[src/sv/tbmbc_pkg.sv]
// Types and constants for the two-button menu and blink code controller.
package tbmbc_pkg;

    localparam int NUM_SETTINGS = 3;
    localparam int CFG_ADDR_W   = 4;

    localparam logic [7:0] ENTRY_TICKS  = 8'd100;
    localparam logic [7:0] EXIT_TICKS   = 8'd200;
    localparam logic [7:0] MENU_REPEAT  = 8'd35;
    localparam logic [7:0] ERROR_REPEAT = 8'd30;
    localparam logic [3:0] EXIT_BLINKS  = 4'd6;
    localparam logic [3:0] ENTRY_BLINKS = 4'd3;
    localparam logic [2:0] DARK_MENU    = 3'd5;
    localparam logic [2:0] DARK_ERROR   = 3'd4;
    localparam logic [2:0] DARK_LEFT    = 3'd2;
    localparam logic [1:0] ON_TICKS     = 2'd2;
    localparam logic [2:0] CURSOR_NONE  = 3'd4;
    localparam logic [2:0] CURSOR_LAST  = 3'd2;
    localparam logic [1:0] SETTING_LAST = 2'd2;

    localparam logic KIND_TICK  = 1'b0;
    localparam logic KIND_ERROR = 1'b1;

    localparam logic [1:0] REG_SETTING_0 = 2'd0;
    localparam logic [1:0] REG_SETTING_1 = 2'd1;
    localparam logic [1:0] REG_SETTING_2 = 2'd2;

    typedef logic [NUM_SETTINGS-1:0][1:0] settings_t;

    typedef struct packed {
        logic       kind;
        logic [3:0] error_report;
        logic       sel_pressed;
        logic       enter_pressed;
    } item_t;

    typedef struct packed {
        logic [3:0] active_error;
        logic [1:0] setting_c;
        logic [1:0] setting_b;
        logic [1:0] setting_a;
        logic [2:0] cursor_index;
        logic       configuring;
        logic       led_on;
    } result_t;

    typedef struct packed {
        logic [3:0] blinks;
        logic [1:0] on_cnt;
        logic [2:0] off_cnt;
        logic       led;
    } blink_t;

endpackage

[src/sv/tbmbc_core.sv]
// Menu, error and blink state with its next-state logic for one transaction.
module tbmbc_core (
    input  logic                 aclk,
    input  logic                 aresetn,
    input  logic                 item_accept,
    input  tbmbc_pkg::item_t     item,
    input  tbmbc_pkg::settings_t stored,
    output tbmbc_pkg::result_t   result
);

    logic                 in_menu_reg, in_menu_next;
    logic [7:0]           exit_reg, exit_next;
    logic [7:0]           entry_reg, entry_next;
    logic [2:0]           cursor_reg, cursor_next;
    tbmbc_pkg::settings_t ws_reg, ws_next;
    logic                 just_left_reg, just_left_next;
    logic [7:0]           repeat_reg, repeat_next;
    tbmbc_pkg::blink_t    blink_reg, blink_next;
    logic [3:0]           pend_reg, pend_next;
    logic                 enter_armed_reg, enter_armed_next;
    logic                 sel_armed_reg, sel_armed_next;
    logic                 enter_edge;
    logic                 sel_edge;
    logic [1:0]           new_value;

    function automatic tbmbc_pkg::blink_t start_blinks(tbmbc_pkg::blink_t b, logic [3:0] n);
        tbmbc_pkg::blink_t r;
        r        = b;
        r.blinks = n;
        r.on_cnt = tbmbc_pkg::ON_TICKS;
        r.led    = 1'b1;
        return r;
    endfunction

    function automatic tbmbc_pkg::blink_t blink_step(tbmbc_pkg::blink_t b, logic [2:0] dark);
        tbmbc_pkg::blink_t r;
        r = b;
        if (b.blinks != 4'd0) begin
            if (b.led) begin
                r.on_cnt = b.on_cnt - 2'd1;
                if (r.on_cnt == 2'd0) begin
                    r.off_cnt = dark;
                    r.led     = 1'b0;
                    r.blinks  = b.blinks - 4'd1;
                end
            end else begin
                r.off_cnt = b.off_cnt - 3'd1;
                if (r.off_cnt == 3'd0) begin
                    r.on_cnt = tbmbc_pkg::ON_TICKS;
                    r.led    = 1'b1;
                end
            end
        end
        return r;
    endfunction

    always_comb begin
        in_menu_next     = in_menu_reg;
        exit_next        = exit_reg;
        entry_next       = entry_reg;
        cursor_next      = cursor_reg;
        ws_next          = ws_reg;
        just_left_next   = just_left_reg;
        repeat_next      = repeat_reg;
        blink_next       = blink_reg;
        pend_next        = pend_reg;
        enter_armed_next = enter_armed_reg;
        sel_armed_next   = sel_armed_reg;
        enter_edge       = 1'b0;
        sel_edge         = 1'b0;
        new_value        = 2'd0;
        if (item_accept) begin
            if (item.kind == tbmbc_pkg::KIND_ERROR) begin
                if (item.error_report > pend_reg) begin
                    pend_next   = item.error_report;
                    repeat_next = tbmbc_pkg::ERROR_REPEAT;
                    blink_next  = start_blinks(blink_reg, item.error_report);
                end
            end else if (in_menu_reg) begin
                exit_next = exit_reg - 8'd1;
                if (exit_next == 8'd0) begin
                    in_menu_next   = 1'b0;
                    just_left_next = 1'b1;
                    repeat_next    = tbmbc_pkg::MENU_REPEAT;
                    blink_next     = start_blinks(blink_reg, tbmbc_pkg::EXIT_BLINKS);
                end else begin
                    enter_edge = item.enter_pressed && enter_armed_reg;
                    sel_edge   = !enter_edge && item.sel_pressed && sel_armed_reg;
                    if (enter_edge) begin
                        enter_armed_next = 1'b0;
                    end else begin
                        if (!item.enter_pressed) begin
                            enter_armed_next = 1'b1;
                        end
                        if (sel_edge) begin
                            sel_armed_next = 1'b0;
                        end else if (!item.sel_pressed) begin
                            sel_armed_next = 1'b1;
                        end
                    end
                    if (enter_edge) begin
                        exit_next   = tbmbc_pkg::EXIT_TICKS;
                        cursor_next = (cursor_reg >= tbmbc_pkg::CURSOR_LAST) ? 3'd0
                                                                              : cursor_reg + 3'd1;
                        repeat_next = tbmbc_pkg::MENU_REPEAT;
                        blink_next  = start_blinks(blink_reg, {1'b0, cursor_next} + 4'd1);
                    end else if (sel_edge && cursor_reg <= tbmbc_pkg::CURSOR_LAST) begin
                        new_value = (ws_reg[cursor_reg[1:0]] >= tbmbc_pkg::SETTING_LAST)
                                    ? 2'd0 : ws_reg[cursor_reg[1:0]] + 2'd1;
                        ws_next[cursor_reg[1:0]] = new_value;
                        exit_next   = tbmbc_pkg::EXIT_TICKS;
                        repeat_next = tbmbc_pkg::MENU_REPEAT;
                        blink_next  = start_blinks(blink_reg, {2'b00, new_value} + 4'd1);
                    end
                    blink_next = blink_step(blink_next, tbmbc_pkg::DARK_MENU);
                end
            end else begin
                if (just_left_reg) begin
                    if (blink_reg.blinks != 4'd0) begin
                        blink_next = blink_step(blink_reg, tbmbc_pkg::DARK_LEFT);
                    end else begin
                        just_left_next = 1'b0;
                    end
                end else if (pend_reg == 4'd0) begin
                    blink_next.led = 1'b0;
                end else begin
                    repeat_next = repeat_reg - 8'd1;
                    if (repeat_next == 8'd0) begin
                        repeat_next = tbmbc_pkg::ERROR_REPEAT;
                        blink_next  = start_blinks(blink_reg, pend_reg);
                    end
                    blink_next = blink_step(blink_next, tbmbc_pkg::DARK_ERROR);
                end
                if (item.enter_pressed && item.sel_pressed) begin
                    pend_next  = 4'd0;
                    entry_next = entry_reg - 8'd1;
                    if (entry_next == 8'd0) begin
                        in_menu_next = 1'b1;
                        exit_next    = tbmbc_pkg::EXIT_TICKS;
                        cursor_next  = tbmbc_pkg::CURSOR_NONE;
                        ws_next      = stored;
                        repeat_next  = tbmbc_pkg::MENU_REPEAT;
                        blink_next   = start_blinks(blink_next, tbmbc_pkg::ENTRY_BLINKS);
                    end
                end else begin
                    entry_next = tbmbc_pkg::ENTRY_TICKS;
                end
                if (item.sel_pressed) begin
                    pend_next = 4'd0;
                end
            end
        end
    end

    always_ff @(posedge aclk) begin
        if (!aresetn) begin
            in_menu_reg     <= 1'b0;
            exit_reg        <= 8'd0;
            entry_reg       <= tbmbc_pkg::ENTRY_TICKS;
            cursor_reg      <= tbmbc_pkg::CURSOR_NONE;
            ws_reg          <= '0;
            just_left_reg   <= 1'b0;
            repeat_reg      <= 8'd0;
            blink_reg       <= '0;
            pend_reg        <= 4'd0;
            enter_armed_reg <= 1'b0;
            sel_armed_reg   <= 1'b0;
        end else begin
            in_menu_reg     <= in_menu_next;
            exit_reg        <= exit_next;
            entry_reg       <= entry_next;
            cursor_reg      <= cursor_next;
            ws_reg          <= ws_next;
            just_left_reg   <= just_left_next;
            repeat_reg      <= repeat_next;
            blink_reg       <= blink_next;
            pend_reg        <= pend_next;
            enter_armed_reg <= enter_armed_next;
            sel_armed_reg   <= sel_armed_next;
        end
    end

    always_comb begin
        result.led_on       = blink_next.led;
        result.configuring  = in_menu_next;
        result.cursor_index = cursor_next;
        result.setting_a    = ws_next[0];
        result.setting_b    = ws_next[1];
        result.setting_c    = ws_next[2];
        result.active_error = pend_next;
    end

endmodule

[src/sv/two_button_menu_blink_code_controller.sv]
// A result appears on m_tdata in the cycle after its input transaction is accepted.
// Throughput: one transaction per cycle unless stalled; the state update is one pass of logic.
// The output register frees s_tready whenever it is empty or being drained.
// Reset (aresetn low, synchronous) clears the menu, blink and error state,
// the stored settings and the output valid; the entry counter loads its hold time.
module two_button_menu_blink_code_controller (
    input  logic                            aclk,
    input  logic                            aresetn,
    input  logic                            s_tvalid,
    output logic                            s_tready,
    input  logic [7:0]                      s_tdata,  // enter_pressed, sel_pressed, error_report
    input  logic [0:0]                      s_tuser,  // kind
    output logic                            m_tvalid,
    input  logic                            m_tready,
    // led_on, configuring, cursor_index, setting_a, setting_b, setting_c, active_error
    output logic [15:0]                     m_tdata,
    input  logic                            psel,
    input  logic                            penable,
    input  logic                            pwrite,
    input  logic [tbmbc_pkg::CFG_ADDR_W-1:0] paddr,
    input  logic [31:0]                     pwdata,
    output logic [31:0]                     prdata,
    output logic                            pready
);

    tbmbc_pkg::settings_t stored_reg;
    tbmbc_pkg::item_t     item;
    tbmbc_pkg::result_t   result;
    logic                 accept;
    logic                 cfg_write;
    logic [1:0]           reg_index;
    logic                 m_tvalid_reg;
    logic [15:0]          m_tdata_reg;

    assign pready    = 1'b1;
    assign cfg_write = psel && penable && pwrite && pready;
    assign reg_index = paddr[3:2];

    always_ff @(posedge aclk) begin
        if (!aresetn) begin
            stored_reg <= '0;
        end else if (cfg_write) begin
            unique case (reg_index)
                tbmbc_pkg::REG_SETTING_0: stored_reg[0] <= pwdata[1:0];
                tbmbc_pkg::REG_SETTING_1: stored_reg[1] <= pwdata[1:0];
                tbmbc_pkg::REG_SETTING_2: stored_reg[2] <= pwdata[1:0];
                default: ;
            endcase
        end
    end

    always_comb begin
        unique case (reg_index)
            tbmbc_pkg::REG_SETTING_0: prdata = {30'd0, stored_reg[0]};
            tbmbc_pkg::REG_SETTING_1: prdata = {30'd0, stored_reg[1]};
            tbmbc_pkg::REG_SETTING_2: prdata = {30'd0, stored_reg[2]};
            default:                  prdata = 32'd0;
        endcase
    end

    assign s_tready = !m_tvalid_reg || m_tready;
    assign accept   = s_tvalid && s_tready;

    always_comb begin
        item.kind          = s_tuser[0];
        item.enter_pressed = s_tdata[0];
        item.sel_pressed   = s_tdata[1];
        item.error_report  = s_tdata[5:2];
    end

    tbmbc_core u_core (
        .aclk        (aclk),
        .aresetn     (aresetn),
        .item_accept (accept),
        .item        (item),
        .stored      (stored_reg),
        .result      (result)
    );

    always_ff @(posedge aclk) begin
        if (!aresetn) begin
            m_tvalid_reg <= 1'b0;
        end else if (accept) begin
            m_tvalid_reg <= 1'b1;
        end else if (m_tready) begin
            m_tvalid_reg <= 1'b0;
        end
    end

    always_ff @(posedge aclk) begin
        if (accept) begin
            m_tdata_reg <= {1'b0, result};
        end
    end

    assign m_tvalid = m_tvalid_reg;
    assign m_tdata  = m_tdata_reg;

endmodule

[config.mk]
export PLATFORM = sky130hd
export DESIGN_NAME = two_button_menu_blink_code_controller
export DESIGN_NICKNAME = d
export VERILOG_FILES = /design/src/sv/tbmbc_pkg.sv /design/src/sv/tbmbc_core.sv /design/src/sv/two_button_menu_blink_code_controller.sv
export SDC_FILE = /design/constraint.sdc
export NUM_CORES = 1
export LEC_CHECK = 0
export ABC_CLOCK_PERIOD_IN_PS = 7200
export BUFFER_PORTS_ARGS = -buffer_cell sky130_fd_sc_hd__buf_2
export CAP_MARGIN = 10
export CORE_UTILIZATION = 30
export DETAILED_ROUTE_END_ITERATION = 16
export PLACE_DENSITY_LB_ADDON = 0.05
export SLEW_MARGIN = 20
export SYNTH_ARGS = -nofsm -noshare
export SYNTH_HDL_FRONTEND = slang
export SYNTH_SLANG_ARGS = --single-unit
[constraint.sdc]
create_clock -name aclk -period 7.2 [get_ports aclk]
set_input_delay 0 -clock aclk [delete_from_list [all_inputs] [get_ports aclk]]
set_output_delay 0 -clock aclk [all_outputs]
set_load 0.01 [all_outputs]
==> flow_metrics.tcl, run 1 <==
set metrics [dict create \
    status "finished clean" \
    crit_arrival_ns 4.38 \
    largest_reg_flops 15 \
    path_buf_inv 2 \
    clock.fmax_ghz 0.233 \
    finalSetupTns_ns 0 \
    end_kind "flip-flop" \
    io_pins 103 \
    synth.area.top_cells "dfxtp_1 22%, edfxtp_1 8.6%, ha_1 6.0%" \
    crit_slowest_cell "nor3b_1" \
    internal_power_uw 763 \
    coreArea_um2 16800 \
    ir_worst_vdd_uv 133 \
    yosys.area.top_type "dfxtp_1" \
    ys_seq_area_share_pct 30.9 \
    grt_setup_unrepaired "no" \
    finalPower_mw 1.08 \
    fp.dieH_um 134 \
    cts.path.max_buffers 2 \
    yosysTopAreaCellShare_pct 22.3 \
    nNetsFinal 762 \
    start_util_pct 31.1 \
    drt-initial-drc-count 334 \
    syn_area_per_cell_um2 7.95 \
    setup_viol 0 \
    finalCriticalPeriod_ns 4.29 \
    ys_async_sr_fraction_pct 0 \
    wl_per_cell_um 17.1 \
    crit_fanout 11 \
    grt_pass1_vias 4603 \
    synth_edf_count 15 \
    cts_tree "built" \
    r2r_cells 14 \
    skew_ns 0.00418 \
    hold_viol 0 \
    cp-start-kind "flip-flop" \
    seq_power_share_pct 41.5 \
    path_clk_slew_ns 0.06 \
    syn_to_final_growth_pct 11.8 \
    slew_headroom_pct 31.2 \
    layout_commonest_cell "nor2_1" \
    critPathMaxStageDelay_ns 0.85 \
    cp_cell_sequence "inv_1, ha_1, or3b_4, o31a_1, nor3_1, buf_4, mux2i_1, ha_1, nor3b_1, nor2_1, nand4_1, nand3_1, a31oi_1, nor3_1" \
    grt_max_degree 36 \
    cts.htree.levels 3 \
    cts-root-buf "clkbuf_16" \
    antenna_found_initial 0 \
    die_area_um2 17900 \
    firstDrtPassIters 5 \
    place_congestion 0.829 \
    slew_violations 0 \
    cp.required_ns 7.29 \
    hp-class "in2reg" \
    drive_gt1_share_pct 10.7 \
    rows 47 \
    cpLargestDelayFamily "simple AND/OR/NAND/NOR gates" \
    syn_inst 655 \
    overflow 0 \
    synthFlopType "dfxtp_1" \
    post_cts_resized 0 \
    viasPerCell 5.33 \
    yosys_warnings 0 \
    ant_nets 0 \
    pwr-share-clk_pct 42.1 \
    vias 4850 \
    ys_types 73 \
    tightest_slew_ns 1.03 \
    p_sw_share_pct 29.7 \
    hpwl_mm 11.3 \
    p_sw_uw 322 \
    synth-seq-cells 73 \
    p_per_area_nw_per_um2 186 \
    fin_crit_sh_pct 59.6 \
    fp.dieW_um 134 \
    holdPathStages 2 \
    grt.total_usage_pct 17.7 \
    layout_common_cells "65 x nor2_1, 58 x dfxtp_1, 53 x nand2_1" \
    maxCapViolCount 0 \
    wl_mm 15.5 \
    io_buffers 36 \
    grt_pass1_wl_mm 24.8 \
    cp.depth 14 \
    synth_area_um2 5210 \
    clock-sinks 73 \
    power_frac_comb_pct 16.4 \
    antenna_cells 0 \
    path_class "reg2reg" \
    clk-insertion-delay-late_ns 0.35 \
    leakage_nw 2.20 \
    drc 0 \
    cts-buffers-inserted 9 \
]
==> metal layers <==
metal | GRT usage [%] | vias to the layer above | wire length, um
met3 | 2.99 | 24 | 598
met1 | 23.5 | 2299 | 7680
met5 | 0 | - | 0
li1 | - | 2399 | -
met2 | 28.6 | 128 | 6990
met4 | 6.63 | 0 | 262
==> worst register-to-register path, cell delays in order, from the launching register on <==
cell     delay [ns]
dfxtp_1        0.35
inv_1          0.10
ha_1           0.24
or3b_4         0.43
o31a_1         0.31
nor3_1         0.20
buf_4          0.22
mux2i_1        0.26
ha_1           0.25
nor3b_1        0.85
nor2_1         0.20
nand4_1        0.16
nand3_1        0.08
a31oi_1        0.31
nor3_1         0.08
==> final cells by class <==
| cell class | instances | area (um2) |
|---|---|---|
| flip-flops and latches | 73 | 1610 |
| multi-input cells | 519 | 3220 |
| fillers | 1777 | 10900 |
| clock buffers | 10 | 229 |
| well taps | 220 | 275 |
| clock inverters | 6 | 68.8 |
| repair buffers | 49 | 295 |
| inverters | 33 | 124 |
==> path summary, 6_finish.rpt <==
kind,from,to,slack [ns]
worst min-delay path,s_tdata[2],m_tdata[11],0.02
worst min register to register,stored_reg[2],stored_reg[2],0.48
worst max register to register,u_core.repeat_reg[0],m_tdata[0],2.91
worst max-delay path,u_core.repeat_reg[0],m_tdata[0],2.91
==> what timing repair did <==
item,CTS,global route
endpoints found under the hold margin,9,0
hold buffers,7,0
buffers inserted,0,0
==> synthesized netlist by cell type (6+ instances only) <==
cell type  count
a21oi_1       38
a221oi_1       6
a311oi_1       6
a31oi_1       11
and2_1        21
buf_4         33
clkbuf_1      21
dfxtp_1       58
edfxtp_1      15
ha_1          25
inv_1         32
mux2i_1       19
nand2_1       53
nand3_1       22
nand4_1        6
nor2_1        65
nor2b_1        9
nor3_1        20
nor4_1         8
o211ai_1       8
o21ai_0       50
o22ai_1       10
o31ai_1        8
or3_1          8
xnor2_1       10
==> metrics by stage <==
| step | hold WS [ns] | area (um2) | setup WS (ns) | std cells | utilization (%) |
|---|---|---|---|---|---|
| 2_1_floorplan | 0.0956 | 5320 | 3.61 | 685 | - |
| 3_5_place_dp | 0.269 | 5460 | 2.93 | 887 | 32.6 |
| 4_1_cts | 0.00155 | 5820 | 2.89 | 910 | 34.8 |
| 6_report | 0.0211 | 5820 | 2.91 | 910 | 34.8 |
| 3_3_place_gp | 0.256 | 5460 | 2.93 | 887 | 32.6 |
| 5_1_grt | 0.0329 | 5820 | 2.52 | 910 | 34.8 |
==> power by group through the flow <==
stage / sequential (mW) / combinational, mW / clock, mW
final: 0.451 / 0.177 / 0.457
after global routing: 0.453 / 0.198 / 0.488
after CTS: 0.450 / 0.177 / 0.469
after detailed placement: 0.459 / 0.174 / 0
after global placement: 0.459 / 0.173 / 0
after floorplan: 0.452 / 0.140 / 0
==> logic make-up after synthesis <==
logic type,after synthesis,synth area share (%)
and+or+nand+nor,240,23.1
AOI/OAI and AO/OA,188,24.1
buffers and inverters,93,9.41
DFF,73,30.9
adders and majority gates,25,6.00
muxes,21,4.08
xor gates and xnor gates,13,2.19
other,2,0.144
Note: power is estimated with default switching activity, not from simulation.
==> inputs of run 2 (changes only) <==
--- a/config.mk
+++ b/config.mk
@@ -5,7 +5,7 @@
 export SDC_FILE = /design/constraint.sdc
 export NUM_CORES = 1
 export LEC_CHECK = 0
-export ABC_CLOCK_PERIOD_IN_PS = 7200
+export ABC_CLOCK_PERIOD_IN_PS = 3900
 export BUFFER_PORTS_ARGS = -buffer_cell sky130_fd_sc_hd__buf_2
 export CAP_MARGIN = 10
 export CORE_UTILIZATION = 30
==> constraint.sdc (replaced) <==
create_clock -name aclk -period 3.9 [get_ports aclk]
set_input_delay 0 -clock aclk [delete_from_list [all_inputs] [get_ports aclk]]
set_output_delay 0 -clock aclk [all_outputs]
set_load 0.01 [all_outputs]
==> flow_metrics.tcl, run 2 (synthesized netlist as in run 1, its figures left out) <==
set metrics [dict create \
    critPathMaxStageDelay_ns 0.50 \
    ir_worst_vdd_uv 218 \
    antenna_found_initial 0 \
    start_util_pct 31.1 \
    cts-buffers-inserted 9 \
    ant_nets 0 \
    overflow 0 \
    place_ws_ns 0.0766 \
    r2r_cells 14 \
    cp.required_ns 4.17 \
    status "finished clean" \
    rows 47 \
    die_area_um2 17900 \
    coreArea_um2 16800 \
    largest_reg_flops 15 \
    clock-sinks 73 \
    io_buffers 36 \
    path_buf_inv 2 \
    cts-root-buf "clkbuf_16" \
    crit_slowest_cell "or4b_4" \
    io_pins 103 \
    cp.depth 14 \
    tightest_slew_ns 0.914 \
    layout_common_cells "65 x nor2_1, 58 x dfxtp_1, 53 x nand2_1" \
    layout_commonest_cell "nor2_1" \
    skew_ns 0.00942 \
    fp.dieH_um 134 \
    place_congestion 0.808 \
    hold_viol 0 \
    cts.path.max_buffers 2 \
    path_clk_slew_ns 0.06 \
    cts_tree "built" \
    drt-initial-drc-count 248 \
    holdPathStages 2 \
    final_cells 916 \
    wl_per_cell_um 17.1 \
    slew_headroom_pct 38.7 \
    clock.fmax_ghz 0.269 \
    final_util_pct 35.3 \
    fin_crit_sh_pct 95.4 \
    cts.htree.levels 3 \
    cts_setup_buffers 0 \
    finalCriticalPeriod_ns 3.72 \
    setup_viol 0 \
    grt_pass1_wl_mm 25.4 \
    maxCapViolCount 0 \
    syn_to_final_growth_pct 13.5 \
    hp-class "in2reg" \
    p_per_area_nw_per_um2 355 \
    finalPower_mw 2.10 \
    grt_max_degree 36 \
    nNetsFinal 768 \
    clk-insertion-delay-late_ns 0.35 \
    hpwl_mm 11.3 \
    grt.total_usage_pct 18.1 \
    place_area_um2 5510 \
    leakage_nw 2.26 \
    drc 0 \
    fin_area_um2 5910 \
    drive_gt1_share_pct 12.4 \
    vias 4848 \
    viasPerCell 5.29 \
    critical_path.most_common_cell "mux2i_1" \
    worst_slack_ns 0.180 \
    crit_arrival_ns 3.99 \
    fp.dieW_um 134 \
    grt_pass1_vias 4747 \
    antenna_cells 0 \
    path_class "reg2reg" \
    slew_violations 0 \
    end_kind "flip-flop" \
    crit_fanout 6 \
    cp-start-kind "flip-flop" \
    firstDrtPassIters 4 \
    cp_cell_sequence "inv_1, ha_1, or3b_4, o31a_1, nor3_2, buf_4, mux2i_1, ha_2, and3_1, or4b_4, o211ai_1, mux2i_1, a21oi_1, o22ai_1" \
    wl_mm 15.7 \
    dp_cells 894 \
    cpLargestDelayFamily "simple AND/OR/NAND/NOR gates" \
]
[run 2: changes by cell type in the layout (fill, tap and decap cells not counted), sizes merged]
cell / delta
bufinv: +1
clkinvlp: -2
dlygate4sd3: -1
buf: +7
inv: +2
clkbuf: -1
[run 2: worst register-to-register path, delay by kind of cell, from the launching register on]
kind            cells  cell delay (ns)
compound gates      4             0.66
buf+inv             2             0.29
mux                 2             0.52
flops               1             0.35
simple gates        4             1.36
fa+ha+maj           2             0.46
[run 2: final timing paths]
check,startpoint,endpoint,slack (ns)
setup / recovery,u_core.repeat_reg[0],u_core.blink_reg[7],0.18
hold / removal,s_tdata[2],m_tdata[11],0.03
setup reg to reg,u_core.repeat_reg[0],u_core.blink_reg[7],0.18
hold reg to reg,u_core.exit_reg[7],u_core.exit_reg[7],0.48
[run 2: per-stage QoR]
step           TNS (ns)  hold slack, ns
2_1_floorplan         0          0.0956
3_5_place_dp          0           0.262
5_1_grt        -0.00505          0.0354
3_3_place_gp          0           0.256
6_report              0          0.0276
4_1_cts               0          0.0103
[run 2: power by group]
| part | internal (mW) | total [mW] | leakage (nW) | switching [mW] |
|---|---|---|---|---|
| sequential | 0.797 | 0.831 | 0.619 | 0.0345 |
| clock | 0.566 | 0.929 | 0.153 | 0.363 |
| combinational | 0.125 | 0.340 | 1.48 | 0.215 |
| total | 1.49 | 2.10 | 2.26 | 0.613 |
[run 2: what timing repair did]
action                                 CTS  global route
resized for setup                        0             5
endpoints found under the hold margin    9             0
hold buffers                             6             0
setup endpoints to repair                0             7
[run 2: routing by layer]
metal  track usage, %  routed length [um]  vias to the layer above
li1                 -                   -                     2412
met1             24.0                7660                     2329
met2             28.8                7240                       91
met3             3.10                 485                       16
met4             7.32                 293                        0
met5                0                   0                        -
[run 2: final cells by class]
cell class | instances | area [um2]
clock buffer | 9 | 225
inverter | 33 | 124
tap | 220 | 275
fill | 1798 | 10800
sequential | 73 | 1610
clock inverter | 7 | 101
multi-input combinational | 519 | 3240
timing repair buffer | 55 | 338
